## src/rtl/mwem_pkg.sv

```systemverilog
// ---------------------------------------------------------------------------
// mwem_pkg
// Shared types and constants for the three-wire serial EEPROM master.
// ---------------------------------------------------------------------------
package mwem_pkg;

   // default geometry of the attached EEPROM
   localparam int ADDR_BITS_DEF = 6;
   localparam int DATA_BITS_DEF = 16;

   // command codes
   localparam int CMD_W = 3;
   localparam logic [CMD_W-1:0] CMD_READ  = 3'd0;
   localparam logic [CMD_W-1:0] CMD_WRITE = 3'd1;
   localparam logic [CMD_W-1:0] CMD_ERASE = 3'd2;
   localparam logic [CMD_W-1:0] CMD_WEN   = 3'd3;
   localparam logic [CMD_W-1:0] CMD_WDS   = 3'd4;

   // opcodes sent on the wire after the start bit
   localparam logic [1:0] OPC_READ  = 2'b10;
   localparam logic [1:0] OPC_WRITE = 2'b01;
   localparam logic [1:0] OPC_ERASE = 2'b11;
   localparam logic [1:0] OPC_EXT   = 2'b00;

   // top two address bits that select write enable or write disable among the extended opcodes
   localparam logic [1:0] EXT_WEN_SEL = 2'b11;
   localparam logic [1:0] EXT_WDS_SEL = 2'b00;

   // result status codes
   localparam int STATUS_W = 2;
   localparam logic [STATUS_W-1:0] STATUS_OK      = 2'd0;
   localparam logic [STATUS_W-1:0] STATUS_TIMEOUT = 2'd1;
   localparam logic [STATUS_W-1:0] STATUS_BUSY    = 2'd2;

   // ready poll counter
   localparam int POLL_W = 16;
   localparam logic [POLL_W-1:0] POLL_LIMIT_RESET = 16'hFFFF;

   // request kind
   localparam logic REQ_TICK = 1'b0;
   localparam logic REQ_CMD  = 1'b1;

   // phases of one serial bit
   localparam logic [1:0] PH_DRIVE = 2'd0;
   localparam logic [1:0] PH_RISE  = 2'd1;
   localparam logic [1:0] PH_FALL  = 2'd2;

   // sequencer mode
   typedef enum logic [2:0] {
      MODE_IDLE  = 3'b001,
      MODE_SHIFT = 3'b010,
      MODE_POLL  = 3'b100
   } mode_type;

   // classified item, control part
   typedef struct packed {
      logic is_cmd;
      logic cmd_ok;
      logic has_data;
      logic is_erase;
      logic serial_in;
   } item_ctl_type;

endpackage

```

## src/rtl/mwem_req_if.sv

```systemverilog
// ---------------------------------------------------------------------------
// mwem_req_if
// Request channel: valid/ready handshake carrying one tick or command item.
// ---------------------------------------------------------------------------
interface mwem_req_if #(
   parameter int ADDR_BITS = mwem_pkg::ADDR_BITS_DEF,
   parameter int DATA_BITS = mwem_pkg::DATA_BITS_DEF
);
   logic                       valid;
   logic                       ready;
   logic                       req_type;
   logic [mwem_pkg::CMD_W-1:0] command;
   logic [ADDR_BITS-1:0]       word_address;
   logic [DATA_BITS-1:0]       write_word;
   logic                       serial_in;

   modport source (
      output valid, req_type, command, word_address, write_word, serial_in,
      input  ready
   );
   modport sink (
      input  valid, req_type, command, word_address, write_word, serial_in,
      output ready
   );
endinterface

```

## src/rtl/mwem_rsp_if.sv

```systemverilog
// ---------------------------------------------------------------------------
// mwem_rsp_if
// Response channel: valid/ready handshake carrying pin levels and status.
// ---------------------------------------------------------------------------
interface mwem_rsp_if #(
   parameter int DATA_BITS = mwem_pkg::DATA_BITS_DEF
);
   logic                          valid;
   logic                          ready;
   logic                          chip_select;
   logic                          serial_clock;
   logic                          serial_out;
   logic                          busy_res;
   logic                          done_res;
   logic [DATA_BITS-1:0]          read_word;
   logic [mwem_pkg::STATUS_W-1:0] status;

   modport source (
      output valid, chip_select, serial_clock, serial_out, busy_res, done_res,
             read_word, status,
      input  ready
   );
   modport sink (
      input  valid, chip_select, serial_clock, serial_out, busy_res, done_res,
             read_word, status,
      output ready
   );
endinterface

```

## src/rtl/mwem_front.sv

```systemverilog
// ---------------------------------------------------------------------------
// mwem_front
// Takes request items, classifies them and builds the serial frame of a
// command, left aligned, ready for the back end to shift out.
// ---------------------------------------------------------------------------
module mwem_front #(
   parameter int ADDR_BITS = mwem_pkg::ADDR_BITS_DEF,
   parameter int DATA_BITS = mwem_pkg::DATA_BITS_DEF,
   parameter int FRAME_W   = 3 + ADDR_BITS + DATA_BITS,
   parameter int BITS_W    = $clog2(FRAME_W + 1)
) (
   mwem_req_if.sink                 req_bus,
   output logic                     push_valid,
   input  logic                     push_ready,
   output mwem_pkg::item_ctl_type   push_ctl,
   output logic [FRAME_W-1:0]       push_frame,
   output logic [BITS_W-1:0]        push_bits
);
   import mwem_pkg::*;

   localparam int HDR_W = 3 + ADDR_BITS;

   logic [1:0]           opcode;
   logic [ADDR_BITS-1:0] addr;
   logic [HDR_W-1:0]     header;
   logic [DATA_BITS-1:0] data;

   // handshake toward the queue
   assign push_valid    = req_bus.valid;
   assign req_bus.ready = push_ready;

   // opcode and address per command
   always_comb begin
      opcode = OPC_EXT;
      addr   = req_bus.word_address;
      case (req_bus.command)
         CMD_READ:  opcode = OPC_READ;
         CMD_WRITE: opcode = OPC_WRITE;
         CMD_ERASE: opcode = OPC_ERASE;
         CMD_WEN:   addr   = {EXT_WEN_SEL, {(ADDR_BITS-2){1'b0}}};
         CMD_WDS:   addr   = {EXT_WDS_SEL, {(ADDR_BITS-2){1'b0}}};
         default:   addr   = req_bus.word_address;
      endcase
   end

   // classification
   always_comb begin
      push_ctl.is_cmd    = (req_bus.req_type == REQ_CMD);
      push_ctl.cmd_ok    = (req_bus.command <= CMD_WDS);
      push_ctl.has_data  = (req_bus.command == CMD_READ) ||
                           (req_bus.command == CMD_WRITE);
      push_ctl.is_erase  = (req_bus.command == CMD_ERASE);
      push_ctl.serial_in = req_bus.serial_in;
   end

   // frame: start bit, opcode, address, then data bits or padding
   assign header     = {1'b1, opcode, addr};
   assign data       = (req_bus.command == CMD_WRITE) ? req_bus.write_word
                                                      : '0;
   assign push_frame = {header, data};
   assign push_bits  = push_ctl.has_data ? BITS_W'(FRAME_W) : BITS_W'(HDR_W);

endmodule

```

## src/rtl/mwem_queue.sv

```systemverilog
// ---------------------------------------------------------------------------
// mwem_queue
// Small register FIFO between the front end and the back end.
// ---------------------------------------------------------------------------
module mwem_queue #(
   parameter int WIDTH = 8,
   parameter int DEPTH = 2
) (
   input  logic             clock,
   input  logic             reset,
   input  logic             in_valid,
   output logic             in_ready,
   input  logic [WIDTH-1:0] in_data,
   output logic             out_valid,
   input  logic             out_ready,
   output logic [WIDTH-1:0] out_data
);
   import mwem_pkg::*;

   localparam int PTR_W = (DEPTH > 1) ? $clog2(DEPTH) : 1;
   localparam int CNT_W = $clog2(DEPTH + 1);

   logic [WIDTH-1:0] store_ff [DEPTH];
   logic [PTR_W-1:0] wr_ptr_ff, wr_ptr_in;
   logic [PTR_W-1:0] rd_ptr_ff, rd_ptr_in;
   logic [CNT_W-1:0] count_ff, count_in;
   logic             push, pop;

   assign in_ready  = (count_ff != CNT_W'(DEPTH));
   assign out_valid = (count_ff != '0);
   assign out_data  = store_ff[rd_ptr_ff];
   assign push      = in_valid && in_ready;
   assign pop       = out_valid && out_ready;

   // pointer and fill count update
   always_comb begin
      wr_ptr_in = wr_ptr_ff;
      rd_ptr_in = rd_ptr_ff;
      count_in  = count_ff;
      if (push) begin
         wr_ptr_in = (wr_ptr_ff == PTR_W'(DEPTH - 1)) ? '0 : wr_ptr_ff + 1'b1;
      end
      if (pop) begin
         rd_ptr_in = (rd_ptr_ff == PTR_W'(DEPTH - 1)) ? '0 : rd_ptr_ff + 1'b1;
      end
      if (push && !pop) begin
         count_in = count_ff + 1'b1;
      end else if (pop && !push) begin
         count_in = count_ff - 1'b1;
      end
   end

   always_ff @(posedge clock) begin
      if (reset) begin
         wr_ptr_ff <= '0;
         rd_ptr_ff <= '0;
         count_ff  <= '0;
      end else begin
         wr_ptr_ff <= wr_ptr_in;
         rd_ptr_ff <= rd_ptr_in;
         count_ff  <= count_in;
      end
   end

   // entry storage
   always_ff @(posedge clock) begin
      if (push) begin
         store_ff[wr_ptr_ff] <= in_data;
      end
   end

endmodule

```

## src/rtl/mwem_back.sv

```systemverilog
// ---------------------------------------------------------------------------
// mwem_back
// Serial sequencer: steps the pin phases of each frame bit, captures read
// data, polls ready after erase and registers one response per item.
// ---------------------------------------------------------------------------
module mwem_back #(
   parameter int ADDR_BITS = mwem_pkg::ADDR_BITS_DEF,
   parameter int DATA_BITS = mwem_pkg::DATA_BITS_DEF,
   parameter int FRAME_W   = 3 + ADDR_BITS + DATA_BITS,
   parameter int BITS_W    = $clog2(FRAME_W + 1)
) (
   input  logic                          clock,
   input  logic                          reset,
   input  logic                          csr_write_en,
   input  logic [mwem_pkg::POLL_W-1:0]   csr_write_data,
   input  logic                          pop_valid,
   output logic                          pop_ready,
   input  mwem_pkg::item_ctl_type        pop_ctl,
   input  logic [FRAME_W-1:0]            pop_frame,
   input  logic [BITS_W-1:0]             pop_bits,
   mwem_rsp_if.source                    rsp_bus
);
   import mwem_pkg::*;

   // configuration
   logic [POLL_W-1:0]    poll_limit_ff;

   // sequencer state
   mode_type             mode_ff, mode_in;
   logic [1:0]           phase_ff, phase_in;
   logic [BITS_W-1:0]    bits_ff, bits_in;
   logic [FRAME_W-1:0]   frame_ff, frame_in;
   logic [DATA_BITS-1:0] capture_ff, capture_in;
   logic [POLL_W-1:0]    poll_ff, poll_in;
   logic                 has_data_ff, has_data_in;
   logic                 is_erase_ff, is_erase_in;
   logic                 cs_ff, cs_in;
   logic                 ck_ff, ck_in;
   logic                 si_ff, si_in;

   // response register
   logic                 rsp_valid_ff, rsp_valid_in;
   logic                 done_ff, done_in;
   logic [DATA_BITS-1:0] rword_ff, rword_in;
   logic [STATUS_W-1:0]  status_ff, status_in;

   logic                 take;

   assign pop_ready = !rsp_valid_ff || rsp_bus.ready;
   assign take      = pop_valid && pop_ready;

   // poll limit register
   always_ff @(posedge clock) begin
      if (reset) begin
         poll_limit_ff <= POLL_LIMIT_RESET;
      end else if (csr_write_en) begin
         poll_limit_ff <= csr_write_data;
      end
   end

   // one item of work
   always_comb begin
      mode_in     = mode_ff;
      phase_in    = phase_ff;
      bits_in     = bits_ff;
      frame_in    = frame_ff;
      capture_in  = capture_ff;
      poll_in     = poll_ff;
      has_data_in = has_data_ff;
      is_erase_in = is_erase_ff;
      cs_in       = cs_ff;
      ck_in       = ck_ff;
      si_in       = si_ff;
      done_in     = 1'b0;
      rword_in    = '0;
      status_in   = STATUS_OK;

      if (pop_ctl.is_cmd) begin
         // new command: rejected while busy, unknown codes dropped
         if (mode_ff != MODE_IDLE) begin
            status_in = STATUS_BUSY;
         end else if (pop_ctl.cmd_ok) begin
            frame_in    = pop_frame;
            bits_in     = pop_bits;
            has_data_in = pop_ctl.has_data;
            is_erase_in = pop_ctl.is_erase;
            capture_in  = '0;
            poll_in     = '0;
            phase_in    = PH_DRIVE;
            mode_in     = MODE_SHIFT;
            cs_in       = 1'b1;
            ck_in       = 1'b0;
            si_in       = 1'b0;
         end
      end else begin
         case (mode_ff)
            MODE_SHIFT: begin
               case (phase_ff)
                  PH_DRIVE: begin
                     si_in    = frame_ff[FRAME_W-1];
                     ck_in    = 1'b0;
                     phase_in = PH_RISE;
                  end
                  PH_RISE: begin
                     ck_in    = 1'b1;
                     phase_in = PH_FALL;
                  end
                  default: begin
                     // falling edge: sample and move to the next bit
                     ck_in    = 1'b0;
                     frame_in = {frame_ff[FRAME_W-2:0], 1'b0};
                     if (has_data_ff && (bits_ff <= BITS_W'(DATA_BITS))) begin
                        capture_in = {capture_ff[DATA_BITS-2:0], pop_ctl.serial_in};
                     end
                     bits_in  = bits_ff - 1'b1;
                     phase_in = PH_DRIVE;
                     if (bits_ff == BITS_W'(1)) begin
                        cs_in = 1'b0;
                        if (is_erase_ff) begin
                           mode_in = MODE_POLL;
                        end else begin
                           mode_in  = MODE_IDLE;
                           done_in  = 1'b1;
                           rword_in = capture_in;
                        end
                     end
                  end
               endcase
            end
            MODE_POLL: begin
               if (phase_ff == PH_DRIVE) begin
                  cs_in    = 1'b1;
                  phase_in = PH_RISE;
               end else if (pop_ctl.serial_in) begin
                  cs_in    = 1'b0;
                  mode_in  = MODE_IDLE;
                  phase_in = PH_DRIVE;
                  done_in  = 1'b1;
               end else begin
                  poll_in = poll_ff + 1'b1;
                  if (poll_in >= poll_limit_ff) begin
                     cs_in     = 1'b0;
                     mode_in   = MODE_IDLE;
                     phase_in  = PH_DRIVE;
                     done_in   = 1'b1;
                     status_in = STATUS_TIMEOUT;
                  end
               end
            end
            default: begin
               // tick while idle: nothing moves
               mode_in = MODE_IDLE;
            end
         endcase
      end
   end

   // response valid
   always_comb begin
      rsp_valid_in = rsp_valid_ff;
      if (take) begin
         rsp_valid_in = 1'b1;
      end else if (rsp_bus.ready) begin
         rsp_valid_in = 1'b0;
      end
   end

   // control state
   always_ff @(posedge clock) begin
      if (reset) begin
         mode_ff      <= MODE_IDLE;
         phase_ff     <= PH_DRIVE;
         bits_ff      <= '0;
         frame_ff     <= '0;
         capture_ff   <= '0;
         poll_ff      <= '0;
         has_data_ff  <= 1'b0;
         is_erase_ff  <= 1'b0;
         cs_ff        <= 1'b0;
         ck_ff        <= 1'b0;
         si_ff        <= 1'b0;
         rsp_valid_ff <= 1'b0;
      end else begin
         rsp_valid_ff <= rsp_valid_in;
         if (take) begin
            mode_ff     <= mode_in;
            phase_ff    <= phase_in;
            bits_ff     <= bits_in;
            frame_ff    <= frame_in;
            capture_ff  <= capture_in;
            poll_ff     <= poll_in;
            has_data_ff <= has_data_in;
            is_erase_ff <= is_erase_in;
            cs_ff       <= cs_in;
            ck_ff       <= ck_in;
            si_ff       <= si_in;
         end
      end
   end

   // response payload
   always_ff @(posedge clock) begin
      if (take) begin
         done_ff   <= done_in;
         rword_ff  <= rword_in;
         status_ff <= status_in;
      end
   end

   // pins mirror the state that the transfer just left behind
   assign rsp_bus.valid        = rsp_valid_ff;
   assign rsp_bus.chip_select  = cs_ff;
   assign rsp_bus.serial_clock = ck_ff;
   assign rsp_bus.serial_out   = si_ff;
   assign rsp_bus.busy_res     = (mode_ff != MODE_IDLE);
   assign rsp_bus.done_res     = done_ff;
   assign rsp_bus.read_word    = rword_ff;
   assign rsp_bus.status       = status_ff;

endmodule

```

## src/rtl/microwire_eeprom_master_top.sv

```systemverilog
// ---------------------------------------------------------------------------
// microwire_eeprom_master_top
// Three-wire serial master for a word-organized serial EEPROM, stepped one
// pin phase per tick item.
// ---------------------------------------------------------------------------
// Every request item (a command or a tick) produces exactly one response
// carrying the chip select, clock and data-in pin levels after that item,
// busy, done, the captured read word and a status code. The block takes one
// item per clock cycle while the receiver takes responses: the front end
// classifies it and builds the frame in the cycle it arrives, a two-entry
// queue holds it, and the back end retires it into an output register.
// A frame needs three ticks per bit; after an erase, ticks poll the ready
// level until it reads high or the poll limit written through the csr port
// is reached. The poll limit resets to 65535; the user must write it only
// while no command is in progress, as the block does not enforce this.
// ---------------------------------------------------------------------------
module microwire_eeprom_master_top #(
   parameter int ADDR_BITS = mwem_pkg::ADDR_BITS_DEF,
   parameter int DATA_BITS = mwem_pkg::DATA_BITS_DEF
) (
   input  logic                          clock,
   input  logic                          reset,
   input  logic                          csr_write_en,
   input  logic [mwem_pkg::POLL_W-1:0]   csr_write_data,
   mwem_req_if.sink                      req_bus,
   mwem_rsp_if.source                    rsp_bus
);
   import mwem_pkg::*;

   localparam int FRAME_W = 3 + ADDR_BITS + DATA_BITS;
   localparam int BITS_W  = $clog2(FRAME_W + 1);
   localparam int CTL_W   = $bits(item_ctl_type);
   localparam int ITEM_W  = CTL_W + FRAME_W + BITS_W;

   logic               push_valid, push_ready;
   item_ctl_type       push_ctl;
   logic [FRAME_W-1:0] push_frame;
   logic [BITS_W-1:0]  push_bits;

   logic               pop_valid, pop_ready;
   logic [ITEM_W-1:0]  pop_item;
   item_ctl_type       pop_ctl;
   logic [FRAME_W-1:0] pop_frame;
   logic [BITS_W-1:0]  pop_bits;

   // classify and build frames
   mwem_front #(
      .ADDR_BITS (ADDR_BITS),
      .DATA_BITS (DATA_BITS),
      .FRAME_W   (FRAME_W),
      .BITS_W    (BITS_W)
   ) u_front (
      .req_bus    (req_bus),
      .push_valid (push_valid),
      .push_ready (push_ready),
      .push_ctl   (push_ctl),
      .push_frame (push_frame),
      .push_bits  (push_bits)
   );

   // decoupling queue
   mwem_queue #(
      .WIDTH (ITEM_W),
      .DEPTH (2)
   ) u_queue (
      .clock     (clock),
      .reset     (reset),
      .in_valid  (push_valid),
      .in_ready  (push_ready),
      .in_data   ({push_ctl, push_frame, push_bits}),
      .out_valid (pop_valid),
      .out_ready (pop_ready),
      .out_data  (pop_item)
   );

   assign {pop_ctl, pop_frame, pop_bits} = pop_item;

   // serial sequencer and response register
   mwem_back #(
      .ADDR_BITS (ADDR_BITS),
      .DATA_BITS (DATA_BITS),
      .FRAME_W   (FRAME_W),
      .BITS_W    (BITS_W)
   ) u_back (
      .clock          (clock),
      .reset          (reset),
      .csr_write_en   (csr_write_en),
      .csr_write_data (csr_write_data),
      .pop_valid      (pop_valid),
      .pop_ready      (pop_ready),
      .pop_ctl        (pop_ctl),
      .pop_frame      (pop_frame),
      .pop_bits       (pop_bits),
      .rsp_bus        (rsp_bus)
   );

endmodule

```

## src/flat_wrapper.sv

```systemverilog
// flat-port wrapper written by rule: the top's interface ports become plain ports
module microwire_eeprom_master_top_flat import mwem_pkg::*;
#(
   parameter int ADDR_BITS = mwem_pkg::ADDR_BITS_DEF,
   parameter int DATA_BITS = mwem_pkg::DATA_BITS_DEF
)
  (clock, reset, csr_write_en, csr_write_data, req_bus_valid, req_bus_req_type, req_bus_command, req_bus_word_address, req_bus_write_word, req_bus_serial_in, req_bus_ready, rsp_bus_valid, rsp_bus_chip_select, rsp_bus_serial_clock, rsp_bus_serial_out, rsp_bus_busy_res, rsp_bus_done_res, rsp_bus_read_word, rsp_bus_status, rsp_bus_ready);
  mwem_req_if #(.ADDR_BITS(ADDR_BITS), .DATA_BITS(DATA_BITS)) req_bus_i ();
  mwem_rsp_if #(.DATA_BITS(DATA_BITS)) rsp_bus_i ();
  input  logic clock;
  input  logic reset;
  input  logic csr_write_en;
  input  logic [mwem_pkg::POLL_W-1:0] csr_write_data;
  input wire logic [$bits(req_bus_i.valid)-1:0] req_bus_valid;
  input wire logic [$bits(req_bus_i.req_type)-1:0] req_bus_req_type;
  input wire logic [$bits(req_bus_i.command)-1:0] req_bus_command;
  input wire logic [$bits(req_bus_i.word_address)-1:0] req_bus_word_address;
  input wire logic [$bits(req_bus_i.write_word)-1:0] req_bus_write_word;
  input wire logic [$bits(req_bus_i.serial_in)-1:0] req_bus_serial_in;
  output wire logic [$bits(req_bus_i.ready)-1:0] req_bus_ready;
  output wire logic [$bits(rsp_bus_i.valid)-1:0] rsp_bus_valid;
  output wire logic [$bits(rsp_bus_i.chip_select)-1:0] rsp_bus_chip_select;
  output wire logic [$bits(rsp_bus_i.serial_clock)-1:0] rsp_bus_serial_clock;
  output wire logic [$bits(rsp_bus_i.serial_out)-1:0] rsp_bus_serial_out;
  output wire logic [$bits(rsp_bus_i.busy_res)-1:0] rsp_bus_busy_res;
  output wire logic [$bits(rsp_bus_i.done_res)-1:0] rsp_bus_done_res;
  output wire logic [$bits(rsp_bus_i.read_word)-1:0] rsp_bus_read_word;
  output wire logic [$bits(rsp_bus_i.status)-1:0] rsp_bus_status;
  input wire logic [$bits(rsp_bus_i.ready)-1:0] rsp_bus_ready;
  assign req_bus_i.valid = req_bus_valid;
  assign req_bus_i.req_type = req_bus_req_type;
  assign req_bus_i.command = req_bus_command;
  assign req_bus_i.word_address = req_bus_word_address;
  assign req_bus_i.write_word = req_bus_write_word;
  assign req_bus_i.serial_in = req_bus_serial_in;
  assign req_bus_ready = req_bus_i.ready;
  assign rsp_bus_valid = rsp_bus_i.valid;
  assign rsp_bus_chip_select = rsp_bus_i.chip_select;
  assign rsp_bus_serial_clock = rsp_bus_i.serial_clock;
  assign rsp_bus_serial_out = rsp_bus_i.serial_out;
  assign rsp_bus_busy_res = rsp_bus_i.busy_res;
  assign rsp_bus_done_res = rsp_bus_i.done_res;
  assign rsp_bus_read_word = rsp_bus_i.read_word;
  assign rsp_bus_status = rsp_bus_i.status;
  assign rsp_bus_i.ready = rsp_bus_ready;
  microwire_eeprom_master_top #(.ADDR_BITS(ADDR_BITS), .DATA_BITS(DATA_BITS)) u_core (.clock(clock), .reset(reset), .csr_write_en(csr_write_en), .csr_write_data(csr_write_data), .req_bus(req_bus_i), .rsp_bus(rsp_bus_i));
endmodule
```

## config.mk

```make
export PLATFORM = sky130hd
export DESIGN_NAME = microwire_eeprom_master_top_flat
export DESIGN_NICKNAME = d
export VERILOG_FILES = /design/src/rtl/mwem_pkg.sv /design/src/rtl/mwem_req_if.sv /design/src/rtl/mwem_rsp_if.sv /design/src/rtl/mwem_front.sv /design/src/rtl/mwem_queue.sv /design/src/rtl/mwem_back.sv /design/src/rtl/microwire_eeprom_master_top.sv /design/src/flat_wrapper.sv
export SDC_FILE = /design/constraint.sdc
export NUM_CORES = 1
export LEC_CHECK = 0
export BUFFER_PORTS_ARGS = -buffer_cell sky130_fd_sc_hd__buf_2
export CAP_MARGIN = 20
export CORE_UTILIZATION = 25
export CTS_CLUSTER_SIZE = 24
export DETAILED_ROUTE_END_ITERATION = 10
export MAX_ROUTING_LAYER = met4
export PLACE_DENSITY = 0.49
export SLEW_MARGIN = 10
export SYNTH_ARGS = -nofsm -noshare
export SYNTH_HDL_FRONTEND = slang
export SYNTH_SLANG_ARGS = --single-unit
```

## constraint.sdc

```tcl
create_clock -name clock -period 3.3 [get_ports clock]
set_clock_uncertainty 0.2 [all_clocks]
set_input_delay 0.495 -clock clock [delete_from_list [all_inputs] [get_ports clock]]
set_output_delay 0.495 -clock clock [all_outputs]
set_load 0.005 [all_outputs]
```

==> run metrics <==
total gr overflow=0; CP Launch Type=register; Antenna Cells=0; vias in the first global route=5178; Die X=176 µm; CTS Hold Buffers Added=0; CTS Root Cell=clkbuf_16; ys flop type=dfxtp_1; DR vias/cell=4.58; Power Density=675 nW/µm²; WP data arrival=between 3 and 4 ns; Final #Nets=850; fillers=3047; die area=between 30000 and 40000 µm²; DRC=0; maximum clock path buffer count=2; 1st-iter DRT viols=420; Min-Delay Path Depth=1; switching share of total power=32.0%; Initial Util=25.5%; Clock Power Share=33.2%; P&R area growth vs syn=20.2%; slowest CP cell=or4_1; Final min period=3.17 ns; Worst setup EP type=register; Max H-tree Level=4; Power Total=6.16 mW; leakage=roughly 3.5 nW; worst ir drop on vdd=371 µV; proportion of layout cells with a drive suffix above 1=23.8%; fin. max-slew vios=0; worst-path cell chain=ha_2 -> and3_4 -> and4_4 -> and4_4 -> xor2_1 -> ha_1 -> nand4_1 -> a2111oi_4 -> a2111oi_4 -> or4_1 -> a21oi_1; CP peak stage delay=0.48 ns; Routed Antenna Nets=0; Core Rows=63; depth of the worst register-to-register path=11; Net Count, Synth=around 770; DR WL/cell=14.5 µm; Setup WS post-layout=0.129 ns; yosys warns=0; count of state elements after synthesis=171; detailed placement HPWL=11.0 mm; CTS tree=built; Net Sw Power=1.97 mW; Fin. Hold Viols=0; post-synthesis cell area=approximately 7600 µm²; worst hold path type=input pin to register; vias post-DR=5431; die height=176 µm; total track usage=11.8%; First-pass DRT Iterations=7; io pins=73; Mapped Avg Cell Area=10.8 µm²; Period Utilization, post-route=96.1%; P_int=4.19 mW; register area share after synthesis=55.3%; Max Freq=roughly 0.32 GHz; CTS Sinks=171; Post-Synthesis Cells=704; port buffer count=72; Worst Tran Pin Value=0.809 ns; crit path kind=register to register; Core Area=about 30000 µm²; count of different cell masters after synthesis=58; Reg clk slew, reported paths=0.08 ns; Fin Hold WS=between 0.05 and 0.06 ns; Final Setup Violations=0; CTS Buf Count=17; initial antenna violation count=0; Post-Place Worst Slack=between 0.0006 and 0.0007 ns; Worst Path Max Fanout=3; Flop pwr share=44.4%; Async S/R FF share, synth=0%; Worst-Skew Late Latency=0.44 ns; Worst EP required=around 3.5 ns; run status=complete, no violations; max_cap viols=0; design area=9120 µm²; placed cell areas=8420 µm²; worst path bufs/invs=0; largest net degree at the start of global routing=between 50 and 60; number of synthesized flops with an enable pin=77; family with the most delay on the worst path=simple AND/OR/NAND/NOR gates; WL final=roughly 17 mm; first-pass GRT wire length=roughly 28 mm; Comb power frac=approximately 22%; final RePlAce weighted congestion=0.832; worst rel slew slack=45.9%; CP Depth=11
state kept, by name (all words and copies together), names as in the netlist, named ones only:
name,count
u_core.u_back.rsp_bus.serial_clock,1
u_core.u_queue.store_ff,58
u_core.u_back.rsp_bus.chip_select,1
u_core.u_queue.count_ff,2
u_core.u_back.poll_limit_ff,16
u_core.u_back.phase_ff,2
u_core.u_back.rsp_bus.done_res,1
u_core.u_back.mode_ff,3
u_core.u_back.capture_ff,16
u_core.u_back.is_erase_ff,1
u_core.u_back.poll_ff,16
u_core.u_back.has_data_ff,1
u_core.u_queue.rd_ptr_ff,1
u_core.u_back.bits_ff,5
u_core.u_back.rsp_bus.valid,1
u_core.u_back.frame_ff,25
u_core.u_queue.wr_ptr_ff,1
u_core.u_back.rsp_bus.serial_out,1
u_core.u_back.rsp_bus.read_word,16
u_core.u_back.rsp_bus.status,2
per-stage QoR:
| stage | std cells | util, % | TNS, ns |
|---|---|---|---|
| 4_1_cts | 1180 | 30.4 | 0 |
| 6_report | 1185 | 30.7 | 0 |
| 3_3_place_gp | 1148 | 28.3 | 0 |
| 5_1_grt | 1185 | 30.7 | -0.0392 |
| 3_5_place_dp | 1148 | 28.3 | 0 |
| 2_1_floorplan | 704 | - | 0 |
worst register-to-register path, stage by stage, from the launching register on:
cell and delay, ns:
dfxtp_2 0.35, ha_2 0.17, and3_4 0.18, and4_4 0.22
and4_4 0.22, xor2_1 0.06, ha_1 0.27, nand4_1 0.18
a2111oi_4 0.46, a2111oi_4 0.13, or4_1 0.48, a21oi_1 0.14
worst paths after layout:
check                           slack [ns]                                end                        startpoint
worst max-delay path                  0.13  u_core.u_back.rsp_bus.chip_select          u_core.u_back.poll_ff[1]
worst min-delay path                  0.06     u_core.u_queue.store_ff[0][29]                 req_bus_serial_in
worst max register to register        0.13  u_core.u_back.rsp_bus.chip_select          u_core.u_back.poll_ff[1]
worst min register to register        0.27   u_core.u_back.rsp_bus.serial_out  u_core.u_back.rsp_bus.serial_out
placed cells by master (no fill, tap or decap), drive strengths merged, types with 2 or more instances in the layout:
master   instances
buf            100
nor2            96
dfxtp           94
edfxtp          77
nand2           63
a21oi           48
inv             33
mux2            28
a222oi          23
and3            22
ha              20
a22oi           19
o21ai           19
clkbuf          17
o211ai          15
xnor2           12
xor2            10
clkinv           9
and2             7
nand3            7
mux2i            7
a21o             6
nor3             6
or3              6
nand3b           5
nand4            5
nand2b           5
a211oi           5
o21a             4
a32o             3
nor3b            3
a2111oi          3
or4              2
a211o            2
and4             2
a21boi           2
o21bai           2
synth_stat cells, drive strengths merged (4+ instances only):
cell,n,area (µm²)
nand2,63,236
nand2b,5,38.8
xor2,10,87.6
o21ai,19,95.1
mux2,28,315
buf,17,101
nand4,5,37.5
a222oi,23,230
clkbuf,24,90.1
a21oi,48,240
a22oi,19,143
or3,6,42.5
o211ai,15,113
mux2i,7,86.3
o21a,4,30.0
xnor2,12,105
nor2,96,365
nor3,6,30.0
edfxtp,77,2310
a211oi,5,42.5
ha,20,250
a21o,6,45.0
inv,27,101
nand3,7,35.0
and3,22,138
nand3b,5,37.5
and2,7,43.8
dfxtp,94,1880
layer usage:
| metal | wire [µm] | vias up | global-route usage (%) | part of all wire, % |
|---|---|---|---|---|
| li1 | - | 2726 | - | - |
| met1 | 8370 | 2579 | 15.6 | 49 |
| met2 | 7960 | 113 | 18.1 | 46 |
| met3 | 670 | 13 | 2.63 | 3.9 |
| met4 | 190 | 0 | 3.59 | 1.1 |
| met5 | 0 | - | - | 0 |
area by class of cell:
class	instances	area [µm²]	share of cell area [%]
Sequential cell	171	4200	46.0
Multi-Input combinational cell	465	3140	34.4
Timing Repair Buffer	100	574	6.30
Tap cell	390	488	5.35
Clock buffer	17	425	4.66
Clock inverter	15	196	2.15
Inverter	27	101	1.11
logic make-up after synthesis:
kind of cell | Yosys count | share of synthesized area [%]
flops | 171 | 55.3
buf+inv | 68 | 3.86
xor+xnor | 22 | 2.54
mux | 35 | 5.29
fa+ha+maj | 20 | 3.30
simple gates | 234 | 14.7
compound gates | 154 | 15.0
power by group through the flow:
stage | logic [mW] | clock network (mW) | registers [mW]
floorplan | 0.965 | 0 | 2.76
global placement | 1.39 | 0 | 2.78
detailed placement | 1.39 | 0 | 2.79
CTS | 1.40 | 2.11 | 2.74
global route | 1.56 | 2.20 | 2.77
finish | 1.38 | 2.05 | 2.73
repair_timing:
action	4_1_cts	5_1_grt
setup endpoints to repair	2	5
gates cloned	0	0
gates resized for setup	0	10
setup buffers	0	4
pin swaps	1	9
(Power assumes the default switching activity.)
